### src/abfp_pkg.sv
`default_nettype none

package abfp_pkg;

    // Field ids, numbered in stream order with gaps
    localparam logic [5:0] F_BSID       = 6'd0;
    localparam logic [5:0] F_ACMOD      = 6'd2;
    localparam logic [5:0] F_CHANS      = 6'd3;
    localparam logic [5:0] F_CMIXLEV    = 6'd4;
    localparam logic [5:0] F_SURMIXLEV  = 6'd5;
    localparam logic [5:0] F_DSURMOD    = 6'd6;
    localparam logic [5:0] F_LFEON      = 6'd7;
    localparam logic [5:0] F_COMPRE     = 6'd9;
    localparam logic [5:0] F_COMPR      = 6'd10;
    localparam logic [5:0] F_LANGCODE   = 6'd11;
    localparam logic [5:0] F_LANGCOD    = 6'd12;
    localparam logic [5:0] F_AUDPRODIE  = 6'd13;
    localparam logic [5:0] F_MIXLEVEL   = 6'd14;
    localparam logic [5:0] F_ROOMTYP    = 6'd15;
    localparam logic [5:0] F_DIALNORM2  = 6'd16;
    localparam logic [5:0] F_COMPR2E    = 6'd17;
    localparam logic [5:0] F_COMPR2     = 6'd18;
    localparam logic [5:0] F_LANGCOD2E  = 6'd19;
    localparam logic [5:0] F_LANGCOD2   = 6'd20;
    localparam logic [5:0] F_AUDPRODI2E = 6'd21;
    localparam logic [5:0] F_MIXLEVEL2  = 6'd22;
    localparam logic [5:0] F_COPYRIGHTB = 6'd24;
    localparam logic [5:0] F_TIMECOD1E  = 6'd26;
    localparam logic [5:0] F_TIMECOD1   = 6'd27;
    localparam logic [5:0] F_TIMECOD2E  = 6'd28;
    localparam logic [5:0] F_TIMECOD2   = 6'd29;
    localparam logic [5:0] F_ADDBSIE    = 6'd30;
    localparam logic [5:0] F_ADDBSIL    = 6'd31;
    localparam logic [5:0] F_ADDBSI     = 6'd32;
    localparam logic [5:0] F_COUNT      = 6'd33;
    localparam logic [5:0] POS_IDLE     = 6'd63;

    // Coding modes that gate optional fields
    localparam logic [2:0] ACMOD_DUAL = 3'd0;
    localparam logic [2:0] ACMOD_1_0  = 3'd1;
    localparam logic [2:0] ACMOD_2_0  = 3'd2;

    // Bit width of each field, in field id order
    localparam logic [3:0] FIELD_WIDTH [33] = '{
        4'd5, 4'd3, 4'd3, 4'd0, 4'd2, 4'd2, 4'd2, 4'd1, 4'd5, 4'd1, 4'd8,
        4'd1, 4'd8, 4'd1, 4'd5, 4'd2, 4'd5, 4'd1, 4'd8, 4'd1, 4'd8, 4'd1,
        4'd5, 4'd2, 4'd1, 4'd1, 4'd1, 4'd14, 4'd1, 4'd14, 4'd1, 4'd6, 4'd8
    };

    // Full-bandwidth channel count per coding mode
    localparam logic [2:0] CHAN_COUNT [8] = '{
        3'd2, 3'd1, 3'd2, 3'd3, 3'd3, 3'd4, 3'd4, 3'd5
    };

    typedef struct packed {
        logic [5:0]  id;
        logic [13:0] val;
        logic [5:0]  idx;
        logic        done;
    } fld_res_t;

    typedef struct packed {
        fld_res_t res;
        logic     last;
    } fld_beat_t;

    function automatic logic [3:0] fld_width(input logic [5:0] id);
        logic [3:0] w;
        begin
            w = 4'd0;
            if (id < F_COUNT)
                w = FIELD_WIDTH[id];
            return w;
        end
    endfunction

    // First field at or after id that the coding mode calls for
    function automatic logic [5:0] mode_pick(input logic [5:0] id, input logic [2:0] cm);
        logic [5:0] r;
        begin
            r = id;
            // center mix level only with a center among three front channels
            if (r == F_CMIXLEV && !(cm[0] && cm != ACMOD_1_0))
                r = F_SURMIXLEV;
            // surround mix level only with surround channels
            if (r == F_SURMIXLEV && !cm[2])
                r = F_DSURMOD;
            if (r == F_DSURMOD && cm != ACMOD_2_0)
                r = F_LFEON;
            // second set only in dual mono
            if (r == F_DIALNORM2 && cm != ACMOD_DUAL)
                r = F_COPYRIGHTB;
            return r;
        end
    endfunction

endpackage

`default_nettype wire

### src/ac3_bsi_field_parser_core.sv
// Throughput: one bit per cycle unless a result push stalls, pausing after acmod for the
//   channel count; a byte where the header ends mid-byte stops after its last header bit,
//   and bytes outside a header are not shifted. At most one result per cycle.
// Results: a field is held until the next result of its byte forms, then pushed; the last
//   result of a byte is pushed once the byte's final bit has been shifted.
// Reset: asynchronous, active low; queues empty, parser idle until a frame start.
`default_nettype none

module ac3_bsi_field_parser_core
    import abfp_pkg::*;
#(
    parameter int IN_DEPTH  = 2,
    parameter int OUT_DEPTH = 4
) (
    input  wire logic        clk,
    input  wire logic        rst_n,
    input  wire logic        push,
    output logic             full,
    input  wire logic [7:0]  data_byte,
    input  wire logic        frame_start,
    input  wire logic        pop,
    output logic             empty,
    output logic [5:0]       field_id,
    output logic [13:0]      field_value,
    output logic [5:0]       element_index,
    output logic             header_done,
    output logic             run_last
);

    logic       in_empty, in_pop;
    logic [8:0] in_rdata;
    logic       out_push, out_full;
    fld_beat_t  out_beat, out_head;

    // Front: queue incoming bytes
    abfp_fifo #(
        .WIDTH (9),
        .DEPTH (IN_DEPTH)
    ) u_in_q (
        .clk   (clk),
        .rst_n (rst_n),
        .push  (push),
        .wdata ({frame_start, data_byte}),
        .full  (full),
        .pop   (in_pop),
        .rdata (in_rdata),
        .empty (in_empty)
    );

    // Back: shift bits through the header field sequence
    abfp_bit_engine u_engine (
        .clk      (clk),
        .rst_n    (rst_n),
        .in_vld   (!in_empty),
        .in_byte  (in_rdata[7:0]),
        .in_start (in_rdata[8]),
        .in_pop   (in_pop),
        .out_push (out_push),
        .out_beat (out_beat),
        .out_full (out_full)
    );

    // Result queue toward the consumer
    abfp_fifo #(
        .WIDTH ($bits(fld_beat_t)),
        .DEPTH (OUT_DEPTH)
    ) u_out_q (
        .clk   (clk),
        .rst_n (rst_n),
        .push  (out_push),
        .wdata (out_beat),
        .full  (out_full),
        .pop   (pop),
        .rdata (out_head),
        .empty (empty)
    );

    assign field_id      = out_head.res.id;
    assign field_value   = out_head.res.val;
    assign element_index = out_head.res.idx;
    assign header_done   = out_head.res.done;
    assign run_last      = out_head.last;

endmodule

`default_nettype wire

### src/abfp_fifo.sv
`default_nettype none

module abfp_fifo #(
    parameter int WIDTH = 8,
    parameter int DEPTH = 2
) (
    input  wire logic             clk,
    input  wire logic             rst_n,
    input  wire logic             push,
    input  wire logic [WIDTH-1:0] wdata,
    output logic                  full,
    input  wire logic             pop,
    output logic [WIDTH-1:0]      rdata,
    output logic                  empty
);

    localparam int AW = (DEPTH > 1) ? $clog2(DEPTH) : 1;
    localparam int CW = $clog2(DEPTH + 1);

    logic [WIDTH-1:0] mem_reg [DEPTH];
    logic [AW-1:0]    wr_ptr_reg, wr_ptr_next;
    logic [AW-1:0]    rd_ptr_reg, rd_ptr_next;
    logic [CW-1:0]    cnt_reg, cnt_next;
    logic             do_push, do_pop;

    assign full    = (cnt_reg == CW'(DEPTH));
    assign empty   = (cnt_reg == '0);
    assign do_push = push && !full;
    assign do_pop  = pop && !empty;
    assign rdata   = mem_reg[rd_ptr_reg];

    // Advance pointers with wrap, track fill level
    always_comb
    begin
        wr_ptr_next = wr_ptr_reg;
        rd_ptr_next = rd_ptr_reg;
        cnt_next    = cnt_reg;
        if (do_push)
            wr_ptr_next = (wr_ptr_reg == AW'(DEPTH - 1)) ? '0 : wr_ptr_reg + 1'b1;
        if (do_pop)
            rd_ptr_next = (rd_ptr_reg == AW'(DEPTH - 1)) ? '0 : rd_ptr_reg + 1'b1;
        if (do_push && !do_pop)
            cnt_next = cnt_reg + 1'b1;
        else if (do_pop && !do_push)
            cnt_next = cnt_reg - 1'b1;
    end

    always_ff @(posedge clk or negedge rst_n)
    begin
        if (!rst_n)
        begin
            wr_ptr_reg <= '0;
            rd_ptr_reg <= '0;
            cnt_reg    <= '0;
        end
        else
        begin
            wr_ptr_reg <= wr_ptr_next;
            rd_ptr_reg <= rd_ptr_next;
            cnt_reg    <= cnt_next;
        end
    end

    // Store beat payload
    always_ff @(posedge clk)
    begin
        if (do_push)
            mem_reg[wr_ptr_reg] <= wdata;
    end

endmodule

`default_nettype wire

### src/abfp_bit_engine.sv
`default_nettype none

module abfp_bit_engine
    import abfp_pkg::*;
(
    input  wire logic       clk,
    input  wire logic       rst_n,
    input  wire logic       in_vld,
    input  wire logic [7:0] in_byte,
    input  wire logic       in_start,
    output logic            in_pop,
    output logic            out_push,
    output fld_beat_t       out_beat,
    input  wire logic       out_full
);

    // Parse state
    logic [5:0]  pos_reg, pos_next;
    logic [3:0]  rem_reg, rem_next;
    logic [13:0] shift_reg, shift_next;
    logic [2:0]  cm_reg, cm_next;
    logic [6:0]  ebl_reg, ebl_next;
    logic [5:0]  ebi_reg, ebi_next;
    // Byte being shifted out
    logic        act_reg, act_next;
    logic [7:0]  byte_reg, byte_next;
    logic [2:0]  cnt_reg, cnt_next;
    // Result held until the next one shows whether it ends the byte
    logic        hold_vld_reg, hold_vld_next;
    fld_res_t    hold_reg, hold_next;
    logic        x_vld_reg, x_vld_next;
    logic [2:0]  x_chan_reg, x_chan_next;
    logic        end_reg, end_next;

    // Bit step decode
    logic        bit_cyc, brk, new_res, fin, flag, two, stall, push_want, ld;
    logic [13:0] nshift;
    logic [3:0]  nrem;
    logic [5:0]  nx;
    logic [2:0]  cm_c, chan_c;
    logic [6:0]  ebl_c;
    logic [5:0]  ebi_c;
    fld_res_t    res_c, chan_res;

    assign bit_cyc = act_reg && !x_vld_reg;
    assign brk     = (pos_reg >= F_COUNT) || (rem_reg == 4'd0);
    assign nshift  = {shift_reg[12:0], byte_reg[7]};
    assign nrem    = rem_reg - 4'd1;
    assign flag    = (nshift != 14'd0);
    assign new_res = bit_cyc && !brk && (nrem == 4'd0);
    assign fin     = bit_cyc && (brk || cnt_reg == 3'd7);

    always_comb
    begin
        chan_res.id   = F_CHANS;
        chan_res.val  = {11'd0, x_chan_reg};
        chan_res.idx  = 6'd0;
        chan_res.done = 1'b0;
    end

    // Decode the completed field: result, next field, side effects
    always_comb
    begin
        res_c.id   = pos_reg;
        res_c.val  = nshift;
        res_c.idx  = 6'd0;
        res_c.done = 1'b0;
        nx     = pos_reg + 6'd1;
        cm_c   = cm_reg;
        ebl_c  = ebl_reg;
        ebi_c  = ebi_reg;
        two    = 1'b0;
        chan_c = CHAN_COUNT[nshift[2:0]];
        case (pos_reg)
            F_ACMOD:
            begin
                cm_c = nshift[2:0];
                two  = 1'b1;
                nx   = mode_pick(F_CMIXLEV, nshift[2:0]);
            end
            F_CMIXLEV:    nx = mode_pick(F_SURMIXLEV, cm_reg);
            F_SURMIXLEV:  nx = mode_pick(F_DSURMOD, cm_reg);
            F_COMPRE:     nx = flag ? F_COMPR : F_LANGCODE;
            F_LANGCODE:   nx = flag ? F_LANGCOD : F_AUDPRODIE;
            F_AUDPRODIE:  nx = flag ? F_MIXLEVEL : mode_pick(F_DIALNORM2, cm_reg);
            F_ROOMTYP:    nx = mode_pick(F_DIALNORM2, cm_reg);
            F_COMPR2E:    nx = flag ? F_COMPR2 : F_LANGCOD2E;
            F_LANGCOD2E:  nx = flag ? F_LANGCOD2 : F_AUDPRODI2E;
            F_AUDPRODI2E: nx = flag ? F_MIXLEVEL2 : F_COPYRIGHTB;
            F_TIMECOD1E:  nx = flag ? F_TIMECOD1 : F_TIMECOD2E;
            F_TIMECOD2E:  nx = flag ? F_TIMECOD2 : F_ADDBSIE;
            F_ADDBSIE:
            begin
                res_c.done = !flag;
                nx         = flag ? F_ADDBSIL : POS_IDLE;
            end
            F_ADDBSIL:
            begin
                ebl_c = {1'b0, nshift[5:0]} + 7'd1;
                ebi_c = 6'd0;
                nx    = F_ADDBSI;
            end
            F_ADDBSI:
            begin
                res_c.idx = ebi_reg;
                if (ebl_reg <= 7'd1)
                begin
                    res_c.done = 1'b1;
                    ebl_c      = 7'd0;
                    nx         = POS_IDLE;
                end
                else
                begin
                    ebl_c = ebl_reg - 7'd1;
                    ebi_c = ebi_reg + 6'd1;
                    nx    = F_ADDBSI;
                end
            end
            default: ;
        endcase
    end

    // Pick the beat to push this cycle
    always_comb
    begin
        push_want = 1'b0;
        out_beat  = {hold_reg, 1'b0};
        if (x_vld_reg)
            push_want = 1'b1;
        else if (end_reg)
        begin
            push_want = hold_vld_reg;
            out_beat  = {hold_reg, 1'b1};
        end
        else if (new_res)
            push_want = hold_vld_reg;
    end

    assign stall    = push_want && out_full;
    assign out_push = push_want && !out_full;
    assign ld       = !stall && (!act_reg || fin) && in_vld;
    assign in_pop   = ld;

    // Next state; hold everything on a stalled push
    always_comb
    begin
        pos_next      = pos_reg;
        rem_next      = rem_reg;
        shift_next    = shift_reg;
        cm_next       = cm_reg;
        ebl_next      = ebl_reg;
        ebi_next      = ebi_reg;
        act_next      = act_reg;
        byte_next     = byte_reg;
        cnt_next      = cnt_reg;
        hold_vld_next = hold_vld_reg;
        hold_next     = hold_reg;
        x_vld_next    = x_vld_reg;
        x_chan_next   = x_chan_reg;
        end_next      = end_reg;
        if (!stall)
        begin
            // result holding
            if (x_vld_reg)
            begin
                hold_next  = chan_res;
                x_vld_next = 1'b0;
            end
            else
            begin
                if (end_reg)
                begin
                    hold_vld_next = 1'b0;
                    end_next      = 1'b0;
                end
                if (new_res)
                begin
                    hold_next     = res_c;
                    hold_vld_next = 1'b1;
                    x_vld_next    = two;
                    x_chan_next   = chan_c;
                end
                if (fin)
                    end_next = 1'b1;
            end
            // advance one bit
            if (bit_cyc)
            begin
                if (brk)
                    pos_next = POS_IDLE;
                else
                begin
                    shift_next = nshift;
                    rem_next   = nrem;
                    byte_next  = {byte_reg[6:0], 1'b0};
                    cnt_next   = cnt_reg + 3'd1;
                    if (nrem == 4'd0)
                    begin
                        pos_next   = nx;
                        shift_next = 14'd0;
                        rem_next   = fld_width(nx);
                        cm_next    = cm_c;
                        ebl_next   = ebl_c;
                        ebi_next   = ebi_c;
                    end
                end
                if (fin)
                    act_next = 1'b0;
            end
            // take the next byte; a start restarts the header
            if (ld)
            begin
                byte_next = in_byte;
                cnt_next  = 3'd0;
                act_next  = 1'b1;
                if (in_start)
                begin
                    pos_next   = F_BSID;
                    rem_next   = fld_width(F_BSID);
                    shift_next = 14'd0;
                    cm_next    = 3'd0;
                    ebl_next   = 7'd0;
                    ebi_next   = 6'd0;
                end
            end
        end
    end

    always_ff @(posedge clk or negedge rst_n)
    begin
        if (!rst_n)
        begin
            pos_reg      <= POS_IDLE;
            rem_reg      <= 4'd0;
            shift_reg    <= 14'd0;
            cm_reg       <= 3'd0;
            ebl_reg      <= 7'd0;
            ebi_reg      <= 6'd0;
            act_reg      <= 1'b0;
            cnt_reg      <= 3'd0;
            hold_vld_reg <= 1'b0;
            x_vld_reg    <= 1'b0;
            end_reg      <= 1'b0;
        end
        else
        begin
            pos_reg      <= pos_next;
            rem_reg      <= rem_next;
            shift_reg    <= shift_next;
            cm_reg       <= cm_next;
            ebl_reg      <= ebl_next;
            ebi_reg      <= ebi_next;
            act_reg      <= act_next;
            cnt_reg      <= cnt_next;
            hold_vld_reg <= hold_vld_next;
            x_vld_reg    <= x_vld_next;
            end_reg      <= end_next;
        end
    end

    // Payload registers
    always_ff @(posedge clk)
    begin
        byte_reg   <= byte_next;
        hold_reg   <= hold_next;
        x_chan_reg <= x_chan_next;
    end

endmodule

`default_nettype wire
### config.mk
export PLATFORM = sky130hd
export DESIGN_NAME = ac3_bsi_field_parser_core
export DESIGN_NICKNAME = d
export VERILOG_FILES = /design/src/abfp_pkg.sv /design/src/ac3_bsi_field_parser_core.sv /design/src/abfp_fifo.sv /design/src/abfp_bit_engine.sv
export SDC_FILE = /design/constraint.sdc
export NUM_CORES = 1
export LEC_CHECK = 0
export BUFFER_PORTS_ARGS = -buffer_cell sky130_fd_sc_hd__buf_2
export CAP_MARGIN = 10
export CELL_PAD_IN_SITES_DETAIL_PLACEMENT = 0
export CELL_PAD_IN_SITES_GLOBAL_PLACEMENT = 1
export CORE_MARGIN = 2
export CORE_UTILIZATION = 56
export DETAILED_ROUTE_END_ITERATION = 12
export PLACE_DENSITY = 0.89
export SYNTH_ARGS = -nofsm -noshare
export SYNTH_HDL_FRONTEND = slang
export SYNTH_SLANG_ARGS = --single-unit
### constraint.sdc
create_clock -name clk -period 6.6 [get_ports clk]
set_input_delay 0.66 -clock clk [delete_from_list [all_inputs] [get_ports clk]]
set_output_delay 0.66 -clock clk [all_outputs]
set_load 0.02 [all_outputs]
* Yosys cells after proc, flatten, opt, wreduce, memory -nomap -nowiden *
Memory sizes are Yosys's and may differ from the RTL's. A register that Yosys moved wholly into a read port is not among the register bits.
Index checks and enable logic that the tools add are counted.

storage, ports and cells
  register bits after elaboration = 93
  latch bits = 0
  bits in writable memories = 130
  bits in read-only memories = 280
  output and inout bits = 30
  logic and storage cells = 240
  memories kept = 4

cells by class
  add/sub/neg operators = 14
  multipliers = 0
  div/mod/pow operators = 0
  $lt $le $gt $ge = 4
  equality and inequality tests = 30
  shifts and indexed selects = 0
  mux-type cells = 102
  bitwise logic cells = 4
  reductions and logical operators = 59

memories
  name              words  bits a word  read ports  clocked after Yosys merged registers in  write ports  line                   source
  (name not given)  64     4            1           0                                        0            abfp_pkg.sv:72         w = FIELD_WIDTH[id];
  u_out_q.mem_reg   4      28           1           0                                        1            abfp_fifo.sv:20        logic [WIDTH-1:0] mem_reg [DEPTH];
  (name not given)  8      3            1           1                                        0            abfp_bit_engine.sv:73  chan_c = CHAN_COUNT[nshift[2:0]];
  u_in_q.mem_reg    2      9            1           0                                        1            abfp_fifo.sv:20

operator list
  kind                 number
  $mux 6               25
  $pmux 6 s15          1
  $mux 14              5
  $eq 6x5->1 const B   10
  $mux 7               6
  $mux 4               10
  $mux 3               12
  $eq 6x3->1 const B   5
  $mux 1               27
  $mux 27              1
  $eq 6x4->1 const B   4
  $mux 8               3
  $logic_and 1x1->1    23
  $logic_not 1->1      14
  $pmux 7 s2           1
  $reduce_bool 14->1   1
  $add 6x1->6 const B  2
  $mux 2               6
  $pmux 6 s2           1
  $reduce_and 3->1     4
  $reduce_bool 2->1    6
  $mux 10              1
  $mux 5               2
  $logic_not 4->1      2
  28 further kinds     41

* Depth between registers and ports, before layout *
Gate-level depths: netlist (run 1).

  depth after elaboration = 26
  gate-level depth with buffers = 16
  gate-level depth less buffers = 14

* By module *
A second synthesis (run 1) with hierarchy kept.

second synthesis, totals
  cell total of the unflattened synthesis = 738
  area, all modules = 10440.0 um^2

modules (own cells, without submodules)
  module                     instances  cells each  area each (um^2)
  abfp_bit_engine            1          507         5121.2
  abfp_fifo at u_out_q       1          183         4469.3
  abfp_fifo at u_in_q        1          47          845.8
  ac3_bsi_field_parser_core  1          1           3.8

* Worst setup path after synthesis (run 1) *
Ideal clock, no wire load.

  kind = register -> register
  start = reg u_engine.shift_reg[0]
  end = reg u_engine.rem_reg[0]
  setup time = 0.116 ns
  arrival = 3.215 ns
  path slack = 3.269 ns
  stages on the path, launching flop included = 16
  cells stage by stage = dfrtp_1 -> clkbuf_1 -> inv_1 -> ha_1 -> nor4b_2 -> and4_1 -> buf_2 -> a31oi_1 -> nor3_1 -> or4_1 -> mux2_2 -> ha_1 -> a221o_1 -> a21oi_1 -> o21bai_1 -> o311ai_0

between the ends
  longest elaborated chain between the ends = 26
  elaborated cells on any way between the ends = 39

RTL lines
  item                                        line                    source
  start: declaration                          abfp_bit_engine.sv:20   logic [13:0] shift_reg, shift_next;
  start signal: assignment                    abfp_bit_engine.sv:249  shift_reg <= shift_next;
  $ne 3x1->1                                  abfp_pkg.sv:83          if (r == F_CMIXLEV && !(cm[0] && cm != ACMOD_1_0))
  $logic_and 1x1->1                           abfp_pkg.sv:83
  $mux 1                                      abfp_pkg.sv:83
  $mux 6                                      abfp_bit_engine.sv:74   case (pos_reg)
  $eq 6x3->1                                  abfp_pkg.sv:86          if (r == F_SURMIXLEV && !cm[2])
  $logic_and 1x1->1                           abfp_pkg.sv:86
  $mux 6                                      abfp_pkg.sv:86
  $mux 6                                      abfp_bit_engine.sv:74
  (+9 left out)                               n/a
  $mem_v2 64x4                                n/a
  $mux 4 (not written as such) (2 in series)  abfp_pkg.sv:72
  $mux 4 (*)                                  abfp_pkg.sv:71          if (id < F_COUNT)
  $mux 4 (*)                                  abfp_bit_engine.sv:197  if (nrem == 4'd0)
  $mux 4 (*)                                  abfp_bit_engine.sv:189  if (brk)
  $mux 4 (*)                                  abfp_bit_engine.sv:187  if (bit_cyc)
  $mux 4                                      abfp_bit_engine.sv:216  if (in_start)
  $mux 4 (*)                                  abfp_bit_engine.sv:211  if (ld)
  end signal: assignment                      abfp_bit_engine.sv:248  rem_reg <= rem_next;
  end: declaration                            abfp_bit_engine.sv:19   logic [3:0] rem_reg, rem_next;

Mark *: on every way between the ends. The rest lies on a longest branch, timed or not. The select of a mux whose other input is x is not followed.
A chain may end at the register's enable or synchronous reset.

* Final worst setup path (run 1) *
  start = reg u_engine.x_vld_reg
  end = reg u_in_q.cnt_reg[1]

between the ends
  longest elaborated chain between the ends = 15
  elaborated cells on any way between the ends = 19

RTL lines
  item                                                line                    source
  start: declaration                                  abfp_bit_engine.sv:31   logic x_vld_reg, x_vld_next;
  start signal: assignment                            abfp_bit_engine.sv:256  x_vld_reg <= x_vld_next;
  $logic_not 1->1                                     abfp_bit_engine.sv:45   assign bit_cyc = act_reg && !x_vld_reg;
  $logic_and 1x1->1                                   abfp_bit_engine.sv:45
  $logic_and 1x1->1 (2 in series)                     abfp_bit_engine.sv:50   assign new_res = bit_cyc && !brk && (nrem == 4'd0);
  $mux 1                                              abfp_bit_engine.sv:135  else if (new_res)
  $mux 1                                              abfp_bit_engine.sv:130  else if (end_reg)
  $mux 1                                              abfp_bit_engine.sv:128  if (x_vld_reg)
  $logic_and 1x1->1                                   abfp_bit_engine.sv:139  assign stall = push_want && out_full;
  $logic_not 1->1                                     abfp_bit_engine.sv:141  assign ld = !stall && (!act_reg || fin) && in_vld;
  $logic_and 1x1->1 (*) (2 in series)                 abfp_bit_engine.sv:141
  $logic_and 1x1->1 (*)                               abfp_fifo.sv:29         assign do_pop = pop && !empty;
  $logic_not 1->1                                     abfp_fifo.sv:42         if (do_push && !do_pop)
  $logic_and 1x1->1                                   abfp_fifo.sv:42
  $mux 2 / $reduce_bool 2->1 (equally long branches)  n/a
  end signal: assignment                              abfp_fifo.sv:60         cnt_reg <= cnt_next;
  end: declaration                                    abfp_fifo.sv:23         logic [CW-1:0] cnt_reg, cnt_next;

Mark *: on every way between the ends. The rest lies on a longest branch, timed or not.

==> flow_metrics.py, run 1 <==
metrics = {
    "outcome": {
        "outcome": "finished, final reports clean",
    },
    "setup_path": {
        "cp-end-kind": "flop",
        "worst_path_largest_cell_delay_ns": 1.01,
        "critical_path_class": "flop to flop",
        "crit_required_ns": 6.99,
        "crit_start": "u_engine.x_vld_reg",
        "startpoint_type": "flop",
        "reg2reg_from": "u_engine.x_vld_reg",
        "arrival_ns": 4.68,
        "worstPathMaxFanout": 31,
        "crit_path_top_delay_cell": "dfrtp_1",
        "crit_chain": "inv_1 -> and3_1 -> a21o_1 -> a21oi_1 -> nor2b_1 -> nor2_1 -> inv_1 -> ha_1 -> xor2_1 -> nor2_1 -> xor2_1",
    },
    "final_layout": {
        "nets": 827,
        "fillers": 1335,
        "fin_util": 0.632,
        "seq_area_um2": 6480,
        "synthToLayoutAreaGrowth_pct": 11.0,
        "fin_area_um2": 11300,
        "drive_gt1_frac": 0.168,
        "multi_input_area_um2": 3450,
        "instances_no_fill": 1031,
        "largest_reg_flops": 112,
        "antenna_cells": 0,
    },
    "sta": {
        "tightest_slew_ns": 1.05,
        "period_share": 0.649,
        "grt_setup_unrepaired": "no",
        "fin_tns_setup_ns": 0,
        "max_clock_freq_mhz": 233,
        "finalMaxSlewViolations": 0,
        "fin_skew_ns": 0.0169,
        "finalSetupViolations": 0,
        "fin_ws_ns": 2.31,
        "hold-worst-slack_ns": 0.294,
        "min_period_ns": 4.29,
        "relSlewSlack": 0.299,
        "finalHoldViolCount": 0,
    },
    "worst_hold_path": {
        "hold_path.class": "input port to async pin",
    },
    "yosys": {
        "synth_top_cell_area_share": 0.495,
        "syn_avg_cell_area_um2": 13.7,
        "synth_top_cell_by_area": "edfxtp_1",
        "synth_edf_count": 168,
        "netlist_instances": 741,
        "synth_cell_types": 70,
        "async_reset_ff_frac": 0.253,
        "synth_warnings": 0,
        "yosysSeqAreaShare": 0.636,
        "syn-cell-area_um2": 10200,
        "synth_top_cells_by_count": "edfxtp_1 (168), dfrtp_1 (51), nor2_1 (51)",
        "synth-main-ff-cell": "edfxtp_1",
        "synth.most_common_cell": "edfxtp_1",
        "synthTopCellsByArea": "edfxtp_1 (50%), dfrtp_1 (13%), mux4_2 (6.2%), ha_1 (3.4%), nor2_1 (1.9%)",
        "synth_fp_nets": 783,
        "ys_ff_latch": 225,
    },
    "route": {
        "viasPerCell": 6.11,
        "dr.pass1.iters": 7,
        "drc_errors": 0,
        "num_vias": 6300,
        "ant_nets": 0,
        "drt-initial-drc-count": 520,
        "routedWlPerCell_um": 19.6,
        "wl_mm": 20.2,
    },
    "floorplan": {
        "die_height_um": 139,
        "die_area_um2": 19300,
        "die_w_um": 139,
        "io_pins": 43,
        "rows": 49,
        "core_area_um2": 17900,
        "start_util": 0.569,
    },
    "global_routing": {
        "antenna_found_initial": 0,
        "grt_pass1_wl_mm": 34.1,
        "grt_max_degree": 58,
        "grtUsageTotal": 0.216,
        "grt_pass1_vias": 6680,
        "globalRouteOverflowTotal": 0,
    },
    "job": {
        "cap_violations": 0,
    },
    "clock_network": {
        "clock_sinks": 225,
        "cts_hold_buf": 0,
        "cts_buffers": 23,
        "cts_buffer_depth": 3,
        "cts_root_buf": "clkbuf_16",
        "cts_resized": 0,
        "post-cts-setup-buffers": 0,
        "path_clk_slew_ns": 0.06,
        "worst_skew_pair.late_latency_ns": 0.52,
        "cts_tree": "yes",
        "h-tree-depth": 1,
    },
    "placement": {
        "portBuffers": 42,
        "pre_cts_slack_ns": 2.37,
        "place_area_um2": 10600,
        "place_congestion": 0.944,
        "dpl.cell_count": 989,
        "dp_hpwl_mm": 13.3,
    },
    "power_and_ir_drop": {
        "p_total_mw": 5.18,
        "power_density_nw_per_um2": 458,
        "peakVddDrop_v": 0.000322,
        "p_leak_nw": 4.26,
    },
}
worst max-delay path, delay by kind of cell, from the launching register on:
kind / cells / cell delay (ns)
buffers and inverters: 2 / 0.65
AOI/OAI and AO/OA: 2 / 0.41
DFF: 1 / 1.01
adders and majority gates: 1 / 0.31
xor gates and xnor gates: 2 / 0.34
and+or+nand+nor: 4 / 1.45
path summary, 6_finish.rpt:
path / slack, ns / cells past startpoint / end
setup reg to reg: 2.31 / 11 / u_in_q.cnt_reg[1]
hold reg to reg: 0.50 / 0 / u_out_q.mem_reg[2][14]
max in group asynchronous: 5.77 / 2 / u_out_q.rd_ptr_reg[0]
hold / removal: 0.29 / 2 / u_out_q.cnt_reg[0]
min in group clk: 0.33 / 1 / u_in_q.mem_reg[0][0]
setup / recovery: 2.31 / 11 / u_in_q.cnt_reg[1]
per-layer routing:
layer | wire, um | track usage | share of wire | vias to the layer above
met3 | 1140 | 0.0328 | 0.056 | 32
met2 | 10300 | 0.377 | 0.51 | 227
met1 | 8360 | 0.286 | 0.41 | 3151
met5 | 0 | 0 | 0 | -
met4 | 382 | 0.0590 | 0.019 | 0
li1 | - | - | - | 2890
placed cells by master, fill, tap and decap left out, drive strengths merged, types with 27 or more instances in the layout:
cell and count:
ha 28, clkbuf 27, nor2 52, dfrtp 51
buf 53, nand2 47, mux4 28, inv 29
a21oi 37, o21ai 39, edfxtp 168
layout make-up:
class,instances,share of cell area
inverter,26,0.00863
clock buffer,27,0.0522
clock inverter,15,0.00984
tap,229,0.0253
sequential,225,0.573
timing repair buffer,53,0.0259
multi-input combinational,456,0.305
kinds of logic after synthesis:
| logic type | after synthesis | share of synthesized area |
|---|---|---|
| mux | 52 | 0.0861 |
| fa+ha+maj | 29 | 0.0364 |
| simple gates | 212 | 0.107 |
| compound gates | 141 | 0.0898 |
| flops | 225 | 0.636 |
| buf+inv | 60 | 0.0254 |
| xor+xnor | 22 | 0.0189 |
report_power, final:
| part | switching (mW) | total (mW) | internal [mW] |
|---|---|---|---|
| logic | 1.14 | 1.91 | 0.770 |
| registers | 0.260 | 2.06 | 1.80 |
| clock network | 0.532 | 1.22 | 0.685 |
| total | 1.93 | 5.18 | 3.25 |
Note: power is estimated with default switching activity, not from simulation.
==> run 2, diff against run 1 <==
--- a/config.mk
+++ b/config.mk
@@ -10,9 +10,9 @@
 export CELL_PAD_IN_SITES_DETAIL_PLACEMENT = 0
 export CELL_PAD_IN_SITES_GLOBAL_PLACEMENT = 1
 export CORE_MARGIN = 2
-export CORE_UTILIZATION = 56
+export CORE_UTILIZATION = 52
 export DETAILED_ROUTE_END_ITERATION = 12
-export PLACE_DENSITY = 0.89
+export PLACE_DENSITY = 0.84
 export SYNTH_ARGS = -nofsm -noshare
 export SYNTH_HDL_FRONTEND = slang
 export SYNTH_SLANG_ARGS = --single-unit
==> constraint.sdc (replaced) <==
create_clock -name clk -period 4.1 [get_ports clk]
set_input_delay 0.41 -clock clk [delete_from_list [all_inputs] [get_ports clk]]
set_output_delay 0.41 -clock clk [all_outputs]
set_load 0.02 [all_outputs]
==> run 2 against run 1 <==
Compared with the run above:
- total power rose by 61%
- global-route usage fell by 1.1 points
- die area rose by 7.5%
- critical endpoint is now u_out_q.cnt_reg[2]
- register-to-register slack got worse by 1.8 ns
- non-clock buffer count rose by 8
- routed wire length rose by 1.3%
- largest power group unchanged
- sequential power rose by 58%
- clock-buffer cell count rose by 5
- clock skew fell by 0.0078 ns
- combinational power rose by 66%
==> flow_metrics.py, run 2 (synthesis results as in run 1) <==
metrics = {
    "setup_path": {
        "cp-end-kind": "flop",
        "arrival_ns": 4.07,
        "worstPathMaxFanout": 9,
        "crit_required_ns": 4.54,
        "critical_path_class": "flop to flop",
        "startpoint_type": "flop",
        "reg2reg_slack_ns": 0.47,
    },
    "power_and_ir_drop": {
        "p_int_mw": 5.26,
        "peakVddDrop_v": 0.000717,
        "pwr-share-clk": 0.231,
        "p_total_mw": 8.35,
        "p_seq_frac": 0.389,
        "p_leak_nw": 4.30,
        "switching_power_mw": 3.09,
        "comb_power_share": 0.380,
        "power_density_nw_per_um2": 731,
        "swShare": 0.370,
    },
    "final_layout": {
        "largest_reg_flops": 112,
        "fillers": 1498,
        "instances_no_fill": 1075,
        "nets": 835,
        "multi_input_area_um2": 3450,
        "synthToLayoutAreaGrowth_pct": 12.1,
        "drive_gt1_frac": 0.175,
        "seq_area_um2": 6480,
        "antenna_cells": 0,
        "final_common_cell": "edfxtp_1",
        "layout_common_cells": "edfxtp_1 (168), nor2_1 (51), dfrtp_1 (50)",
    },
    "sta": {
        "fin_skew_ns": 0.00916,
        "fin_tns_setup_ns": 0,
        "min_period_ns": 3.63,
        "finalMaxSlewViolations": 0,
        "relSlewSlack": 0.452,
        "max_clock_freq_mhz": 275,
        "finalHoldViolCount": 0,
        "finalSetupViolations": 0,
        "period_share": 0.886,
        "grt_setup_unrepaired": "no",
        "fin_ws_ns": 0.466,
        "tightest_slew_ns": 0.822,
    },
    "clock_network": {
        "clock_sinks": 225,
        "cts_buffer_depth": 3,
        "cts_tree": "yes",
        "worst_skew_pair.late_latency_ns": 0.51,
        "cts_buffers": 23,
        "h-tree-depth": 1,
        "path_clk_slew_ns": 0.06,
        "cts_root_buf": "clkbuf_16",
    },
    "global_routing": {
        "grt_pass1_vias": 6314,
        "antenna_found_initial": 0,
        "grt_pass1_wl_mm": 33.3,
        "grt_max_degree": 31,
        "globalRouteOverflowTotal": 0,
        "grtUsageTotal": 0.206,
    },
    "placement": {
        "pre_cts_slack_ns": 0.445,
        "dp_hpwl_mm": 13.6,
        "place_congestion": 0.880,
        "dpl.cell_count": 1032,
        "portBuffers": 42,
    },
    "floorplan": {
        "die_area_um2": 20700,
        "io_pins": 43,
        "die_height_um": 144,
        "start_util": 0.527,
        "die_w_um": 144,
        "core_area_um2": 19300,
        "rows": 51,
    },
    "route": {
        "drt-initial-drc-count": 432,
        "dr.pass1.iters": 5,
        "drc_errors": 0,
        "viasPerCell": 5.74,
        "wl_mm": 20.4,
        "ant_nets": 0,
        "routedWlPerCell_um": 19.0,
        "num_vias": 6167,
    },
    "worst_hold_path": {
        "hold_path.class": "input port to flop",
    },
    "outcome": {
        "outcome": "finished, final reports clean",
    },
    "job": {
        "cap_violations": 0,
    },
}
[run 2: changes by cell type in the layout (fill, tap and decap cells not counted), moves of 2 or more]
cell | before | now
buf_4 | 11 | 18
clkbuf_1 | 4 | 7
clkbuf_8 | 0 | 2
clkinv_1 | 6 | 3
clkinv_4 | 0 | 2
[run 2: through the flow]
step	utilization	cell area [um2]	hold slack [ns]
floorplan	-	10200	0.114
global placement	0.554	10700	0.470
detailed placement	0.554	10700	0.483
CTS	0.591	11400	0.0720
global route	0.591	11400	0.0725
finish	0.591	11400	0.0863
[run 2: final timing paths]
path | cells after the start | end | start
hold reg to reg | 1 | u_in_q.wr_ptr_reg | u_in_q.wr_ptr_reg
min in group asynchronous | 2 | u_engine.ebl_reg[2] | rst_n
max in group asynchronous | 3 | u_engine.pos_reg[4] | rst_n
setup / recovery | 14 | u_out_q.cnt_reg[2] | u_engine.pos_reg[1]
setup reg to reg | 14 | u_out_q.cnt_reg[2] | u_engine.pos_reg[1]
hold / removal | 1 | u_in_q.mem_reg[1][4] | data_byte[4]
[run 2: repair_timing]
action / 4_1_cts / 5_1_grt
hold buffers: 1 / 0
endpoints found under the hold margin: 28 / 0
resized for setup: 0 / 0
buffers inserted: 0 / 0
[run 2: critical path, stage by stage (launching register included)]
cell and delay, ns:
dfstp_2 0.58, inv_1 0.09, ha_1 0.26, nand2b_1 0.18, a211oi_1 0.31, and3_1 0.35, a21o_1 0.16, a21oi_1 0.09
nor2_1 0.36, ha_1 0.27, inv_1 0.07, fa_1 0.42, xor2_1 0.15, nor2_1 0.11, xor2_1 0.16
[run 2: power groups by stage]
stage               combinational, mW  clock, mW  sequential (mW)
finish                           3.17       1.93             3.25
global route                     3.53       2.07             3.30
CTS                              3.19       1.97             3.25
detailed placement               3.16          0             3.30
global placement                 3.09          0             3.27
floorplan                        2.53          0             3.07
[run 2: metal layers]
layer | track usage | routed length, um | up-vias
li1 | - | - | 2911
met1 | 0.276 | 8840 | 3053
met2 | 0.362 | 10400 | 171
met3 | 0.0307 | 908 | 32
met4 | 0.0387 | 291 | 0
met5 | 0 | 0 | -
[run 2: final cells by class]
class                      instances  area share
timing repair buffer              61      0.0311
tap                              265      0.0290
clock inverter                    10     0.00657
sequential                       225       0.567
clock buffer                      32      0.0551
inverter                          26     0.00854
multi-input combinational        456       0.302
==> run 3, diff against run 2 <==
--- a/config.mk
+++ b/config.mk
@@ -5,14 +5,16 @@
 export SDC_FILE = /design/constraint.sdc
 export NUM_CORES = 1
 export LEC_CHECK = 0
+export ABC_AREA = 1
 export BUFFER_PORTS_ARGS = -buffer_cell sky130_fd_sc_hd__buf_2
 export CAP_MARGIN = 10
 export CELL_PAD_IN_SITES_DETAIL_PLACEMENT = 0
 export CELL_PAD_IN_SITES_GLOBAL_PLACEMENT = 1
 export CORE_MARGIN = 2
-export CORE_UTILIZATION = 52
+export CORE_UTILIZATION = 49
 export DETAILED_ROUTE_END_ITERATION = 12
-export PLACE_DENSITY = 0.84
+export GPL_TIMING_DRIVEN = 0
+export PLACE_DENSITY = 0.83
 export SYNTH_ARGS = -nofsm -noshare
 export SYNTH_HDL_FRONTEND = slang
 export SYNTH_SLANG_ARGS = --single-unit
==> run 3 against run 2 <==
Compared with the run above:
- the run now ends with hold timing left
- die area up 9.0%
- setup slack worse by 0.014 ns
- hold slack got worse by 0.097 ns
- routed wire length grew 10%
- clock power is 16% higher
- critical endpoint is now u_out_q.mem_reg[0][9]
==> flow_metrics.py, run 3 <==
metrics = {
    "outcome": {
        "violations": "hold timing",
        "outcome": "finished, violations left",
    },
    "route": {
        "ant_nets": 0,
        "num_vias": 7408,
        "drt-initial-drc-count": 465,
        "wl_mm": 22.5,
        "dr.pass1.iters": 4,
        "drc_errors": 0,
        "routedWlPerCell_um": 16.2,
        "viasPerCell": 5.34,
    },
    "power_and_ir_drop": {
        "swShare": 0.405,
        "comb_power_share": 0.421,
        "peakVddDrop_v": 0.000546,
        "power_density_nw_per_um2": 776,
        "p_total_mw": 9.26,
        "p_leak_nw": 4.78,
        "p_seq_frac": 0.338,
        "pwr-share-clk": 0.241,
        "p_int_mw": 5.51,
        "switching_power_mw": 3.75,
    },
    "yosys": {
        "synthTopCellsByArea": "edfxtp_1 (48%), dfrtp_1 (12%), nor2_1 (6.6%), o21ai_0 (5.5%), nand2_1 (4.8%)",
        "synth.most_common_cell": "nor2_1",
        "synth_top_cell_by_area": "edfxtp_1",
        "yosysSeqAreaShare": 0.618,
        "synth_warnings": 0,
        "synth_top_cell_area_share": 0.481,
        "async_reset_ff_frac": 0.253,
        "synth_edf_count": 168,
        "syn-cell-area_um2": 10500,
        "synth-main-ff-cell": "edfxtp_1",
        "netlist_instances": 1024,
        "synth_fp_nets": 1066,
        "synth_cell_types": 48,
        "synth_top_cells_by_count": "nor2_1 (184), edfxtp_1 (168), nand2_1 (134)",
        "ys_ff_latch": 225,
        "syn_avg_cell_area_um2": 10.2,
    },
    "final_layout": {
        "drive_gt1_frac": 0.113,
        "final_common_cell": "nor2_1",
        "layout_common_cells": "nor2_1 (180), edfxtp_1 (168), nand2_1 (134)",
        "synthToLayoutAreaGrowth_pct": 13.7,
        "largest_reg_flops": 112,
        "antenna_cells": 0,
        "nets": 1135,
    },
    "clock_network": {
        "worst_skew_pair.late_latency_ns": 0.51,
        "path_clk_slew_ns": 0.06,
        "h-tree-depth": 1,
        "clock_sinks": 225,
        "cts_root_buf": "clkbuf_16",
        "cts_resized": 0,
        "cts_buffer_depth": 3,
        "post-cts-setup-buffers": 0,
        "cts_buffers": 24,
        "cts_hold_buf": 0,
        "cts_tree": "yes",
    },
    "setup_path": {
        "crit_chain": "inv_1 -> ha_1 -> buf_4 -> nand3_1 -> nand3_2 -> nor2_4 -> nand2_4 -> nand2_4 -> a21oi_4 -> nor2_1 -> inv_1 -> nor2_4",
        "crit_path_top_delay_cell": "nor2_4",
        "cp-end-kind": "flop",
        "startpoint_type": "flop",
        "crit_required_ns": 4.23,
        "arrival_ns": 3.77,
        "crit_buf_inv": 3,
        "critPathTopFamily": "simple AND/OR/NAND/NOR gates",
        "worstPathMaxFanout": 28,
        "critical_path_class": "flop to flop",
        "worst_path_largest_cell_delay_ns": 0.75,
    },
    "sta": {
        "hold-worst-slack_ns": -0.0109,
        "fin_tns_setup_ns": 0,
        "min_period_ns": 3.65,
        "finalSetupViolations": 0,
        "relSlewSlack": 0.391,
        "finalHoldViolCount": 7,
        "fin_ws_ns": 0.452,
        "finalMaxSlewViolations": 0,
        "max_clock_freq_mhz": 274,
        "period_share": 0.890,
        "grt_setup_unrepaired": "no",
        "tightest_slew_ns": 0.911,
        "fin_skew_ns": 0.0113,
    },
    "floorplan": {
        "start_util": 0.499,
        "die_height_um": 150,
        "die_w_um": 150,
        "core_area_um2": 21000,
        "io_pins": 43,
        "rows": 53,
        "die_area_um2": 22600,
    },
    "placement": {
        "pre_cts_slack_ns": 0.449,
        "dp_hpwl_mm": 15.3,
        "place_congestion": 0.918,
        "portBuffers": 42,
    },
    "worst_hold_path": {
        "hold_path.class": "input port to async pin",
    },
    "global_routing": {
        "grt.busiest_layer": "met2",
        "grt_pass1_wl_mm": 36.1,
        "met3_usage": 0.0291,
        "gr-usage-met1": 0.261,
        "use_met2": 0.364,
        "antenna_found_initial": 0,
        "globalRouteOverflowTotal": 0,
        "grt_pass1_vias": 7235,
        "grt_max_degree": 58,
        "grtUsageTotal": 0.204,
    },
    "job": {
        "cap_violations": 0,
    },
}
==> run 3: cell types whose count changed after synthesis, sizes merged, moves of 8 or more <==
cell	before	now
mux2i	19	0
a21oi	37	24
mux4	28	0
a22o	13	0
nor3	19	6
nor2b	20	0
o22ai	6	54
nor2	52	191
and3	12	0
nand2	47	138
o21ai	39	116
nand3	21	58
xnor2	10	2
inv	26	97
==> run 3: path summary, 6_finish.rpt <==
path                       cells past startpoint               endpoint  slack (ns)                 from
hold reg to reg                                1    u_engine.cnt_reg[0]        0.48  u_engine.cnt_reg[0]
setup / recovery                              12  u_out_q.mem_reg[0][9]        0.45  u_engine.pos_reg[1]
min in group clk                               1   u_in_q.mem_reg[0][6]        0.09         data_byte[6]
max in group asynchronous                      1    u_engine.ebl_reg[2]        3.58                rst_n
hold / removal                                 1     u_out_q.cnt_reg[1]       -0.01                rst_n
setup reg to reg                              12  u_out_q.mem_reg[0][9]        0.45  u_engine.pos_reg[1]
==> run 3: per-stage QoR <==
step / instances / util / cell area [um2]
6_report: 1386 / 0.567 / 11900
3_5_place_dp: 1342 / 0.528 / 11100
4_1_cts: 1386 / 0.567 / 11900
2_1_floorplan: 1024 / - / 10500
3_3_place_gp: 1341 / 0.525 / 11000
5_1_grt: 1386 / 0.567 / 11900
==> run 3: power groups by stage <==
stage,sequential [mW],clock (mW),combinational (mW)
2_1_floorplan,3.11,0,2.84
3_3_place_gp,3.16,0,3.82
3_5_place_dp,3.17,0,3.89
4_1_cts,3.13,2.27,3.91
5_1_grt,3.17,2.36,4.38
6_report,3.13,2.23,3.90
==> run 3: cell type report <==
type	instances	area [um2]
Fill cell	1771	9100
Sequential cell	225	6480
Multi-Input combinational cell	663	3490
Clock buffer	34	689
Inverter	101	384
Tap cell	275	344
Timing Repair Buffer	43	228
Buffer	35	169
Clock inverter	10	141
==> run 3: worst register-to-register path: stages (launching register included) <==
cell and delay [ns]:
dfstp_2 0.56, inv_1 0.14, ha_1 0.21, buf_4 0.17
nand3_1 0.12, nand3_2 0.12, nor2_4 0.25, nand2_4 0.19
nand2_4 0.12, a21oi_4 0.07, nor2_1 0.30, inv_1 0.26
nor2_4 0.75
==> run 3: per-layer routing <==
metal,wire [um],up-vias
met5,0,-
met4,425,0
met3,1230,36
met2,11100,179
met1,9720,3513
li1,-,3680
==> run 3: cell families (layout without fill, tap and decap cells) <==
family	after synthesis	in the layout	synth area share
DFF	225	225	0.618
AOI/OAI and AO/OA	219	219	0.121
adders and majority gates	29	29	0.0353
muxes	1	1	0.00107
buffers and inverters	136	223	0.0527
xor gates and xnor gates	14	14	0.0117
and+or+nand+nor	400	400	0.161
